**config.mk**
```make
export PLATFORM = sky130hd
export DESIGN_NAME = rba_sat_add
export DESIGN_NICKNAME = d
export VERILOG_FILES = /design/src/rtl/rba_pkg.sv /design/src/rtl/rba_sat_add.sv
export SDC_FILE = /design/constraint.sdc
export NUM_CORES = 1
export LEC_CHECK = 0
export BUFFER_PORTS_ARGS = -buffer_cell sky130_fd_sc_hd__buf_2
export CAP_MARGIN = 20
export CORE_ASPECT_RATIO = 0.6
export CORE_UTILIZATION = 45
export DETAILED_ROUTE_END_ITERATION = 8
export PLACE_DENSITY_LB_ADDON = 0.25
export SYNTH_ARGS = -nofsm -noshare
export SYNTH_HDL_FRONTEND = slang
export SYNTH_SLANG_ARGS = --single-unit
```
**constraint.sdc**
```tcl
create_clock -name vclk -period 3.25
set_input_delay 0.325 -clock vclk [all_inputs]
set_output_delay 0.325 -clock vclk [all_outputs]
set_load 0.005 [all_outputs]
```
**src/rtl/rba_pkg.sv**
```systemverilog
// ----------------------------------------------------------------------------
// rba_pkg
// shared constants, codes and control bundles of the rebinning block
// accumulator
// ----------------------------------------------------------------------------
`default_nettype none

package rba_pkg;

	// sizing of the per-variable block table
	localparam int NUM_VARS   = 16;
	localparam int MAX_BLOCKS = 64;
	localparam int VAR_W      = $clog2(NUM_VARS);
	localparam int BLK_W      = $clog2(MAX_BLOCKS);
	localparam int PAIR_W     = BLK_W - 1;
	localparam int ADDR_W     = VAR_W + BLK_W;
	localparam int DEPTH      = NUM_VARS * MAX_BLOCKS;

	// field widths
	localparam int OP_W     = 2;
	localparam int STS_W    = 2;
	localparam int VAL_W    = 24;
	localparam int CNT_W    = $clog2(MAX_BLOCKS + 1);
	localparam int LEN_W    = 32;
	localparam int FILL_W   = 31;
	localparam int MEAS_W   = 32;
	localparam int SUM_W    = 56;
	localparam int SQ_W     = 63;
	localparam int EXP_W    = 5;
	localparam int PROD_W   = 2 * VAL_W - 1;
	localparam int MEASX_W  = CNT_W + LEN_W;

	// configuration port
	localparam int CFG_IDX_W  = 2;
	localparam int CFG_DATA_W = 7;
	localparam int VCFG_W     = 5;

	localparam logic [CFG_IDX_W-1:0] CFG_VARS   = CFG_IDX_W'(0);
	localparam logic [CFG_IDX_W-1:0] CFG_BLOCKS = CFG_IDX_W'(1);

	localparam logic [VCFG_W-1:0] VARS_MIN  = VCFG_W'(1);
	localparam logic [VCFG_W-1:0] VARS_MAX  = VCFG_W'(NUM_VARS);
	localparam logic [CNT_W-1:0]  BLKS_MIN  = CNT_W'(2);
	localparam logic [CNT_W-1:0]  BLKS_MAX  = CNT_W'(MAX_BLOCKS);
	localparam logic [EXP_W-1:0]  EXP_MAX   = {EXP_W{1'b1}};

	// saturation bounds
	localparam logic signed [SUM_W-1:0] SUM_MAX = {1'b0, {(SUM_W-1){1'b1}}};
	localparam logic signed [SUM_W-1:0] SUM_MIN = {1'b1, {(SUM_W-1){1'b0}}};
	localparam logic [SQ_W-1:0]         SQ_MAX  = {SQ_W{1'b1}};
	localparam logic [MEASX_W-1:0]      MEAS_FULL =
		{{(MEASX_W-MEAS_W){1'b0}}, {MEAS_W{1'b1}}};

	typedef enum logic [OP_W-1:0] {
		OP_ACC   = 2'd0,
		OP_READ  = 2'd1,
		OP_CLEAR = 2'd2,
		OP_NONE  = 2'd3
	} op_t;

	typedef enum logic [STS_W-1:0] {
		STS_OK      = 2'd0,
		STS_BAD_VAR = 2'd1,
		STS_BAD_BLK = 2'd2,
		STS_FULL    = 2'd3
	} status_t;

	typedef enum logic [2:0] {
		S_IDLE,
		S_EXEC,
		S_MRG_A,
		S_MRG_B,
		S_MRG_W,
		S_ACC_RD
	} seq_state_t;

	// datapath conditions seen by the sequencer
	typedef struct packed {
		logic accept;
		logic need_merge;
		logic out_free;
		logic merge_last;
	} seq_stat_t;

	// sequencer strobes toward the datapath
	typedef struct packed {
		logic idle;
		logic exec;
		logic mrg_a;
		logic mrg_b;
		logic mrg_w;
		logic acc_rd;
		logic commit;
	} seq_ctrl_t;

endpackage

`default_nettype wire

```
**src/rtl/rba_sat_add.sv**
```systemverilog
// ----------------------------------------------------------------------------
// rba_sat_add
// shared saturating block sum adder for accumulates and pair merges
// ----------------------------------------------------------------------------
`default_nettype none

module rba_sat_add (
	input  wire logic signed [rba_pkg::SUM_W-1:0] a,
	input  wire logic signed [rba_pkg::SUM_W-1:0] b,
	output logic signed [rba_pkg::SUM_W-1:0]      sum
);

	logic signed [rba_pkg::SUM_W:0] sum_x;

	assign sum_x = {a[rba_pkg::SUM_W-1], a} + {b[rba_pkg::SUM_W-1], b};

	always_comb begin
		if (sum_x[rba_pkg::SUM_W] != sum_x[rba_pkg::SUM_W-1]) begin
			sum = sum_x[rba_pkg::SUM_W] ? rba_pkg::SUM_MIN : rba_pkg::SUM_MAX;
		end else begin
			sum = sum_x[rba_pkg::SUM_W-1:0];
		end
	end

endmodule

`default_nettype wire

```
==> parameters.txt <==
Parameter                              Value

Status
  Status ... finished with violations
  Violations in the final reports ... setup timing

GRT
  Pin count of the biggest net entering global routing ... 22
  Leftover overflow at the end of global routing ... 0
  Via count of the first global-routing pass ... between 5k and 6k
  GRT Resource Usage Total ... 34.1%
  First-pass GRT wire length ... 24800 um
  Number of antenna violations at the first check in global routing ... 0

STA
  Final Max Tran Viols ... 0
  Final period demand of the worst path ... 3.39 ns
  Peak Freq ... 295 MHz
  Worst-case hold slack ... 1.07 ns
  Worst-case headroom to the max-slew limit ... 69.9%
  Final critical-path share of the clock period ... 104%
  Slew @ Worst Pin ... 0.449 ns
  Total setup violations reported at the end of the flow ... 54
  RSZ-0062 raised after global routing ... yes
  Worst path setup slack after routing ... -0.140 ns
  Hold violation count in the final report ... 0

Yosys
  Sequential element share of the synthesized area ... 0%
  Synthesized netlist cell count ... 550
  Warnings from Yosys ... 0
  Top post-synthesis cells by count ... a21oi_1, ha_1, o21ai_0
  Top-area cell type share of the netlist area ... 17.9%
  Main area contributors after synthesis ... ha_1, a21oi_1, xnor2_1, o21ai_2, a21o_1
  Post-Synthesis Mean Instance Area ... 7.13 um2
  Synthesized cell area ... 3920 um2
  Synthesized net count ... 719
  Leading cell type by number of instances after synthesis ... a21oi_1
  Library cell with the largest summed area after synthesis ... ha_1
  Number of distinct library cell variants in the gate-level netlist after synthesis ... 61

Floorplan
  Initial standard-cell utilization of the core ... 48.0%
  Floorplan row count ... 25
  Die area ... 9100 um2
  IO Pins ... 168
  Die width ... 123 um
  Core Box Area ... 8160 um2
  Die H ... 74.3 um

Cells and area
  Layout area overhead ... 73.8%
  Cell area after layout ... 6820 um2
  Count of placed standard cells in the final layout, fillers left out ... 951
  Total Nets Final ... 1014
  Multi-input logic area ... 4200 um2
  Number of clock buffers in the layout ... 0
  Filler Cells Inserted ... 539
  FFs & Latches ... 0
  Fraction of layout cells with a size suffix above 1 ... 53.9%
  # diodes ... 0
  Area used by sequential logic in the layout ... 0 um2

Pwr
  Combinational fraction of design power ... 100.0%
  Largest voltage drop on the vdd net ... around 0.19 mV
  Pwr/cell area ... about 330 nW/um2
  Switching share of total power ... 48.9%
  Clock network fraction of total power ... 0%
  Cell-internal power ... 0.00113 W
  Relative contribution of sequential cells to total power ... 0%
  Switching pwr ... 0.00109 W
  Static leakage power ... 3.26 nW

Drt
  First-pass DRT Iterations ... 5
  Average wire per cell in the routed design ... 18.4 um
  DRC violations left ... 0
  Via total after detailed routing ... 5681
  Detailed Route Iter0 Violations ... 592
  Average via count per standard cell ... 5.97
  Routed WL ... 17500 um
  Number of nets still failing antenna checks after routing ... 0

Placed design
  Post-placement worst setup slack ... -0.295 ns
  HPWL reported at the end of detailed placement ... 12500 um
  Placer's final routability congestion estimate ... a little over 1
  Cell count after placement ... slightly above 900
  Total placed instance area ... about 5700 um2
  # port buffers ... 168

Worst setup path
  Critical path type ... primary input to output pin
  Buf/Inv on CP ... 4
  Arrival time at the worst endpoint ... 3.07 ns
  Kind of launch point of the worst setup path ... primary input
  Max FO, Critical Path ... 7
  Worst path required time ... roughly 2.9 ns
  Crit-path cells ... buf_2 -> ha_4 -> a21oi_2 -> nand2_1 -> a211oi_4 -> o211ai_2 -> a211oi_2 -> or3_4 -> o211ai_4 -> xnor2_4 -> buf_6 -> nand2_8 -> buf_16 -> a21oi_2 -> buf_2
  Crit-path max cell delay ... just over 0.3 ns
  Delay-heaviest family, CP ... compound AO/OA/AOI/OAI gates
  Standard cell with the maximum stage delay on the critical path ... a211oi_4
  Kind of end point of the critical path ... output pin

Hold path
  End point of the most critical hold path ... sum[0]
  Number of cells on the worst hold path ... 5
  Worst min-delay path category ... primary input to output pin
  Origin of the worst min-delay path ... a[0]

Run
  Max capacitance violation total ... 0

Clock network
  Cts-stage hold buffer count ... 0
==> routing by layer <==
layer | track usage [%] | wire length [um]
met1 | 51.5 | 7890
met5 | 0 | 0
met4 | 1.49 | 260
met2 | 55.2 | 7500
met3 | 2.07 | 1810
==> worst max-delay path by stage <==
stage	slack (ns)	cells after the start	to	from
after detailed placement	-0.30	16	sum[8]	a[0]
after floorplan	0.07	13	sum[54]	a[0]
after CTS	-0.13	18	sum[17]	b[0]
final	-0.14	15	sum[37]	a[12]
after global routing	-0.23	15	sum[37]	a[5]
after global placement	-0.23	16	sum[8]	a[0]
==> cell usage in the layout, fill, tap and decap left out, drive strengths merged, types with 13 or more instances in the layout <==
cell type / n
a21o: 35
a21oi: 78
buf: 323
ha: 56
inv: 19
nand2: 34
nand4: 25
nor2: 31
nor3: 13
o21ai: 75
o21bai: 19
xnor2: 32
xor2: 22
==> power groups by stage <==
stage	clock network [W]	registers, W	logic, W
2_1_floorplan	0	0	0.000978
3_3_place_gp	0	0	0.00168
3_5_place_dp	0	0	0.00170
4_1_cts	0	0	0.00200
5_1_grt	0	0	0.00236
6_report	0	0	0.00222
==> kinds of logic after synthesis <==
family	after synthesis	share of synthesized area, %
buf+inv	53	7.15
simple gates	132	17.4
mux	1	0.255
compound gates	250	43.3
fa+ha+maj	60	19.1
xor+xnor	54	12.7
==> metrics by stage <==
| stage | util (%) | total power (W) | setup TNS (ns) |
|---|---|---|---|
| final | 83.5 | 0.00222 | -4.20 |
| after global routing | 83.5 | 0.00236 | -9.54 |
| after CTS | 78.2 | 0.00200 | -4.26 |
| after detailed placement | 70.1 | 0.00170 | -13.27 |
| after global placement | 70.1 | 0.00168 | -11.27 |
| after floorplan | - | 0.000978 | 0 |
==> timing repair <==
item                       CTS  global route
pin swaps                   42            27
gates cloned                 5             4
setup buffers               16             7
setup endpoints to repair   56            55
resized for setup           78            51
==> cell type report <==
class | instances | area share, %
inverters | 19 | 1.05
multi-input cells | 497 | 61.6
well taps | 108 | 1.98
repair buffers | 327 | 35.4
Note: power is estimated with default switching activity, not from simulation.
