### src/rtl/rba_pkg.sv
// ----------------------------------------------------------------------------
// rba_pkg
// shared constants, codes and control bundles of the rebinning block
// accumulator
// ----------------------------------------------------------------------------
`default_nettype none

package rba_pkg;

	// sizing of the per-variable block table
	localparam int NUM_VARS   = 16;
	localparam int MAX_BLOCKS = 64;
	localparam int VAR_W      = $clog2(NUM_VARS);
	localparam int BLK_W      = $clog2(MAX_BLOCKS);
	localparam int PAIR_W     = BLK_W - 1;
	localparam int ADDR_W     = VAR_W + BLK_W;
	localparam int DEPTH      = NUM_VARS * MAX_BLOCKS;

	// field widths
	localparam int OP_W     = 2;
	localparam int STS_W    = 2;
	localparam int VAL_W    = 24;
	localparam int CNT_W    = $clog2(MAX_BLOCKS + 1);
	localparam int LEN_W    = 32;
	localparam int FILL_W   = 31;
	localparam int MEAS_W   = 32;
	localparam int SUM_W    = 56;
	localparam int SQ_W     = 63;
	localparam int EXP_W    = 5;
	localparam int PROD_W   = 2 * VAL_W - 1;
	localparam int MEASX_W  = CNT_W + LEN_W;

	// configuration port
	localparam int CFG_IDX_W  = 2;
	localparam int CFG_DATA_W = 7;
	localparam int VCFG_W     = 5;

	localparam logic [CFG_IDX_W-1:0] CFG_VARS   = CFG_IDX_W'(0);
	localparam logic [CFG_IDX_W-1:0] CFG_BLOCKS = CFG_IDX_W'(1);

	localparam logic [VCFG_W-1:0] VARS_MIN  = VCFG_W'(1);
	localparam logic [VCFG_W-1:0] VARS_MAX  = VCFG_W'(NUM_VARS);
	localparam logic [CNT_W-1:0]  BLKS_MIN  = CNT_W'(2);
	localparam logic [CNT_W-1:0]  BLKS_MAX  = CNT_W'(MAX_BLOCKS);
	localparam logic [EXP_W-1:0]  EXP_MAX   = {EXP_W{1'b1}};

	// saturation bounds
	localparam logic signed [SUM_W-1:0] SUM_MAX = {1'b0, {(SUM_W-1){1'b1}}};
	localparam logic signed [SUM_W-1:0] SUM_MIN = {1'b1, {(SUM_W-1){1'b0}}};
	localparam logic [SQ_W-1:0]         SQ_MAX  = {SQ_W{1'b1}};
	localparam logic [MEASX_W-1:0]      MEAS_FULL =
		{{(MEASX_W-MEAS_W){1'b0}}, {MEAS_W{1'b1}}};

	typedef enum logic [OP_W-1:0] {
		OP_ACC   = 2'd0,
		OP_READ  = 2'd1,
		OP_CLEAR = 2'd2,
		OP_NONE  = 2'd3
	} op_t;

	typedef enum logic [STS_W-1:0] {
		STS_OK      = 2'd0,
		STS_BAD_VAR = 2'd1,
		STS_BAD_BLK = 2'd2,
		STS_FULL    = 2'd3
	} status_t;

	typedef enum logic [2:0] {
		S_IDLE,
		S_EXEC,
		S_MRG_A,
		S_MRG_B,
		S_MRG_W,
		S_ACC_RD
	} seq_state_t;

	// datapath conditions seen by the sequencer
	typedef struct packed {
		logic accept;
		logic need_merge;
		logic out_free;
		logic merge_last;
	} seq_stat_t;

	// sequencer strobes toward the datapath
	typedef struct packed {
		logic idle;
		logic exec;
		logic mrg_a;
		logic mrg_b;
		logic mrg_w;
		logic acc_rd;
		logic commit;
	} seq_ctrl_t;

endpackage

`default_nettype wire

### src/rtl/rba_seq.sv
// ----------------------------------------------------------------------------
// rba_seq
// sequencer: item execution, pairwise merge sweep and re-read
// ----------------------------------------------------------------------------
`default_nettype none

module rba_seq (
	input  wire logic                clk,
	input  wire logic                arst_n,
	input  wire rba_pkg::seq_stat_t  stat,
	output rba_pkg::seq_ctrl_t       ctrl
);

	rba_pkg::seq_state_t state_q;
	rba_pkg::seq_state_t state_d;

	always_ff @(posedge clk or negedge arst_n) begin
		if (!arst_n) begin
			state_q <= rba_pkg::S_IDLE;
		end else begin
			state_q <= state_d;
		end
	end

	always_comb begin
		state_d = state_q;
		unique case (state_q)
			rba_pkg::S_IDLE: begin
				if (stat.accept) begin
					state_d = rba_pkg::S_EXEC;
				end
			end
			rba_pkg::S_EXEC: begin
				if (stat.need_merge) begin
					state_d = rba_pkg::S_MRG_A;
				end else if (stat.out_free) begin
					state_d = rba_pkg::S_IDLE;
				end
			end
			rba_pkg::S_MRG_A: state_d = rba_pkg::S_MRG_B;
			rba_pkg::S_MRG_B: state_d = rba_pkg::S_MRG_W;
			rba_pkg::S_MRG_W: begin
				state_d = stat.merge_last ? rba_pkg::S_ACC_RD : rba_pkg::S_MRG_B;
			end
			rba_pkg::S_ACC_RD: state_d = rba_pkg::S_EXEC;
			default: state_d = rba_pkg::S_IDLE;
		endcase
	end

	always_comb begin
		ctrl        = '0;
		ctrl.idle   = (state_q == rba_pkg::S_IDLE);
		ctrl.exec   = (state_q == rba_pkg::S_EXEC);
		ctrl.mrg_a  = (state_q == rba_pkg::S_MRG_A);
		ctrl.mrg_b  = (state_q == rba_pkg::S_MRG_B);
		ctrl.mrg_w  = (state_q == rba_pkg::S_MRG_W);
		ctrl.acc_rd = (state_q == rba_pkg::S_ACC_RD);
		ctrl.commit = ctrl.exec && !stat.need_merge && stat.out_free;
	end

endmodule

`default_nettype wire

### config.mk
export PLATFORM = sky130hd
export DESIGN_NAME = rba_seq
export DESIGN_NICKNAME = d
export VERILOG_FILES = /design/src/rtl/rba_pkg.sv /design/src/rtl/rba_seq.sv
export SDC_FILE = /design/constraint.sdc
export NUM_CORES = 1
export LEC_CHECK = 0
export ABC_AREA = 0
export CORE_AREA = 5 5 42 44
export DETAILED_ROUTE_END_ITERATION = 10
export DIE_AREA = 0 0 47 49
export DONT_BUFFER_PORTS = 1
export PLACE_DENSITY = 0.3
export RECOVER_POWER = 100
export SLEW_MARGIN = 10
export SYNTH_ARGS = -nofsm -noshare
export SYNTH_HDL_FRONTEND = slang
export SYNTH_SLANG_ARGS = --single-unit
### constraint.sdc
create_clock -name clk -period 1.5 [get_ports clk]
set_input_delay 0.3 -clock clk [delete_from_list [all_inputs] [get_ports clk]]
set_output_delay 0.3 -clock clk [all_outputs]
set_load 0.02 [all_outputs]
==> metrics <==
status=finished, final reports clean; cell taking the most area after synthesis=dfrtp_1; reg2reg start=state_q[2]; Clk pin slew, worst setup/hold paths=0.04 ns; Sink Count=3; P_sw=0.3477 mW; RSZ-0062 raised after global routing=false; HP Class=input pin to register; crit-path max FO=9; initial antenna violation count=0; worst skew pair latency=0.23 ns; grt ovf=0; deepest clock path buffer count=2; vias per cell=4.480; fmax=693.3 MHz; Final Non-Filler Cells=50; Setup crit end=ctrl[2]; r2r endpoint=state_q[1]; I/O pins=13; Largest regs=state_q (3); syn_area_per_cell=8.654 um^2; hold slack final=0.2222 ns; nets@finish=41; main area contributors after synthesis=dfrtp_1 (36%), nor3_1 (7.2%), nor2_1 (7.2%); CP Class=register to output pin; delay of the slowest critical-path stage=just under 0.4 ns; first-pass GRT wire length=between 1000 and 1500 um; Switching Fraction=roughly 45%; Fin Setup TNS=0 ns; synth unique cells=15; Total Power=0.7657 mW; Core Util, Final=23.04%; clock root buffer=clkbuf_4; worst vdd ir=about 0.62 mV; Synth Instances=24; layout cells sized above 1=41.18%; die area=2303 um^2; CTS tree=done; drt pass-1 iters=1; First DRT Iteration DRCs=0; Worst slew margin=74.28%; Final WS setup=between 0.05 and 0.06 ns; area delta synth->final=55.42%; critical path endpoint category=output pin; Num CTS Buffers=3; initial core utilization=14.82%; core area=around 1400 um^2; Routed Wire Length=630 um; clock power share=18.4%; Commonest cells post-synth=nor2_1 (4), dfrtp_1 (3), nor3_1 (3); Placer Congestion=0.6761; mapped cell area=207.7 um^2; fin crit share=96.17%; # setup viols final=0; PwrDens=about 2400 nW/um^2; worst hold path cell count=1; crit path cell chain=buf_4, nor3_1, buf_2; crit path from=state_q[0]; Slew @ Worst Pin=0.3844 ns; overall routing resource usage=~7.3%; Die Wd=~47 um; Post-DP Area=262.8 um^2; Worst R2R Path Depth=3; largest net degree at the start of global routing=12; max_cap viols=0; post-synthesis sequential area ratio=36.14%; Slew Limit Fails=0; # rows=14; Final Skew=about 0.0015 ns; area share of the largest cell type after synthesis=36.14%; top-count cell post-synth=nor2_1; via count=224; leakage=0.1410 nW; Reg with most FFs=state_q; Crit-path slowest cell=dfrtp_1; post-route design area=322.8 um^2; crit path DAT=1.14 ns; vias in the first global route=243; Hold Violations, Final=0; placed cell count=44; syn_nets=30; DRC viols=0; Synth Warn #=0; top_reg_cell synth=dfrtp_1; max FFs per register=3; Die H=49 um; number of flops mapped to enable cells by yosys=0; IO Port Bufs=0; required time worst endpoint=1.20 ns; min Tclk post-route=1.442 ns; H-tree levels=1; post-synthesis register bit count=3; antenna viol nets, final=0; Antenna diodes=0; Logic pwr share=60.5%; fillers=169; cell-internal power=about 0.42 mW; pre-CTS setup slack=0.2084 ns; Worst setup SP type=register; fraction of registers with async set/reset=100.0%; DR WL/cell=12.60 um; Flop pwr share=21.1%; Worst R2R Setup Slack=0.23 ns
-- power by group through the flow --
| stage | combinational (mW) | clock (mW) | sequential [mW] |
|---|---|---|---|
| 2_1_floorplan | 0.321 | 0 | 0.144 |
| 3_3_place_gp | 0.423 | 0 | 0.154 |
| 3_5_place_dp | 0.424 | 0 | 0.156 |
| 4_1_cts | 0.450 | 0.148 | 0.166 |
| 5_1_grt | 0.512 | 0.153 | 0.170 |
| 6_report | 0.463 | 0.141 | 0.161 |
-- cell usage in the layout (no fill, tap or decap) --
cell type,n
or3b_1,1
nor3_1,2
nor2_1,4
buf_4,5
a31oi_1,1
nand3b_1,1
nand2b_4,1
o21a_1,2
inv_1,2
dfrtp_1,2
dlygate4sd3_1,1
a221oi_1,1
clkbuf_1,2
nor3_2,1
buf_2,1
a31o_2,1
nor4b_4,1
dfrtp_2,1
and3b_1,1
clkbuf_4,3
-- layout make-up --
| class | instances | area, um^2 | area share, % |
|---|---|---|---|
| multi-input combinational | 17 | 136.4 | 42.25 |
| sequential | 3 | 76.32 | 23.64 |
| timing repair buffer | 8 | 56.30 | 17.44 |
| clock buffer | 4 | 26.28 | 8.140 |
| tap | 16 | 20.02 | 6.202 |
| inverter | 2 | 7.507 | 2.326 |
-- how the worst min path moves through the flow --
stage	start	end	slack (ns)
6_report	stat[0]	state_q[2]	0.22
5_1_grt	stat[0]	state_q[2]	0.22
4_1_cts	stat[0]	state_q[2]	0.21
3_5_place_dp	arst_n	state_q[0]	0.005
3_3_place_gp	arst_n	state_q[0]	0.005
2_1_floorplan	arst_n	state_q[0]	0.004
-- cells by family (layout without fill, tap and decap cells) --
logic type	Yosys count	after routing	share of synthesized area [%]
and+or+nand+nor	12	12	33.74
AOI/OAI and AO/OA	5	5	18.68
DFF	3	3	36.14
buffers and inverters	4	14	11.44
-- per-layer routing --
layer | track usage (%) | wire length [um] | up-vias
met2 | 8.597 | 331 | 7
met4 | 8.295 | 19 | 0
met3 | 4.797 | 49 | 2
li1 | - | - | 107
met5 | 0 | 0 | -
met1 | 7.522 | 229 | 108
-- worst max-delay path: cells and delay by family, from the launching register on --
family / cells / cell delay (ns)
and+or+nand+nor: 1 / 0.15
buffers and inverters: 2 / 0.37
DFF: 1 / 0.39
-- timing repair --
item	CTS	global route
endpoints found under the hold margin	3	0
hold buffers	1	0
setup endpoints to repair	3	2
buffers inserted	0	1
pin swaps	0	1
gates resized for setup	3	2
Power figures use the tool's default switching activity.
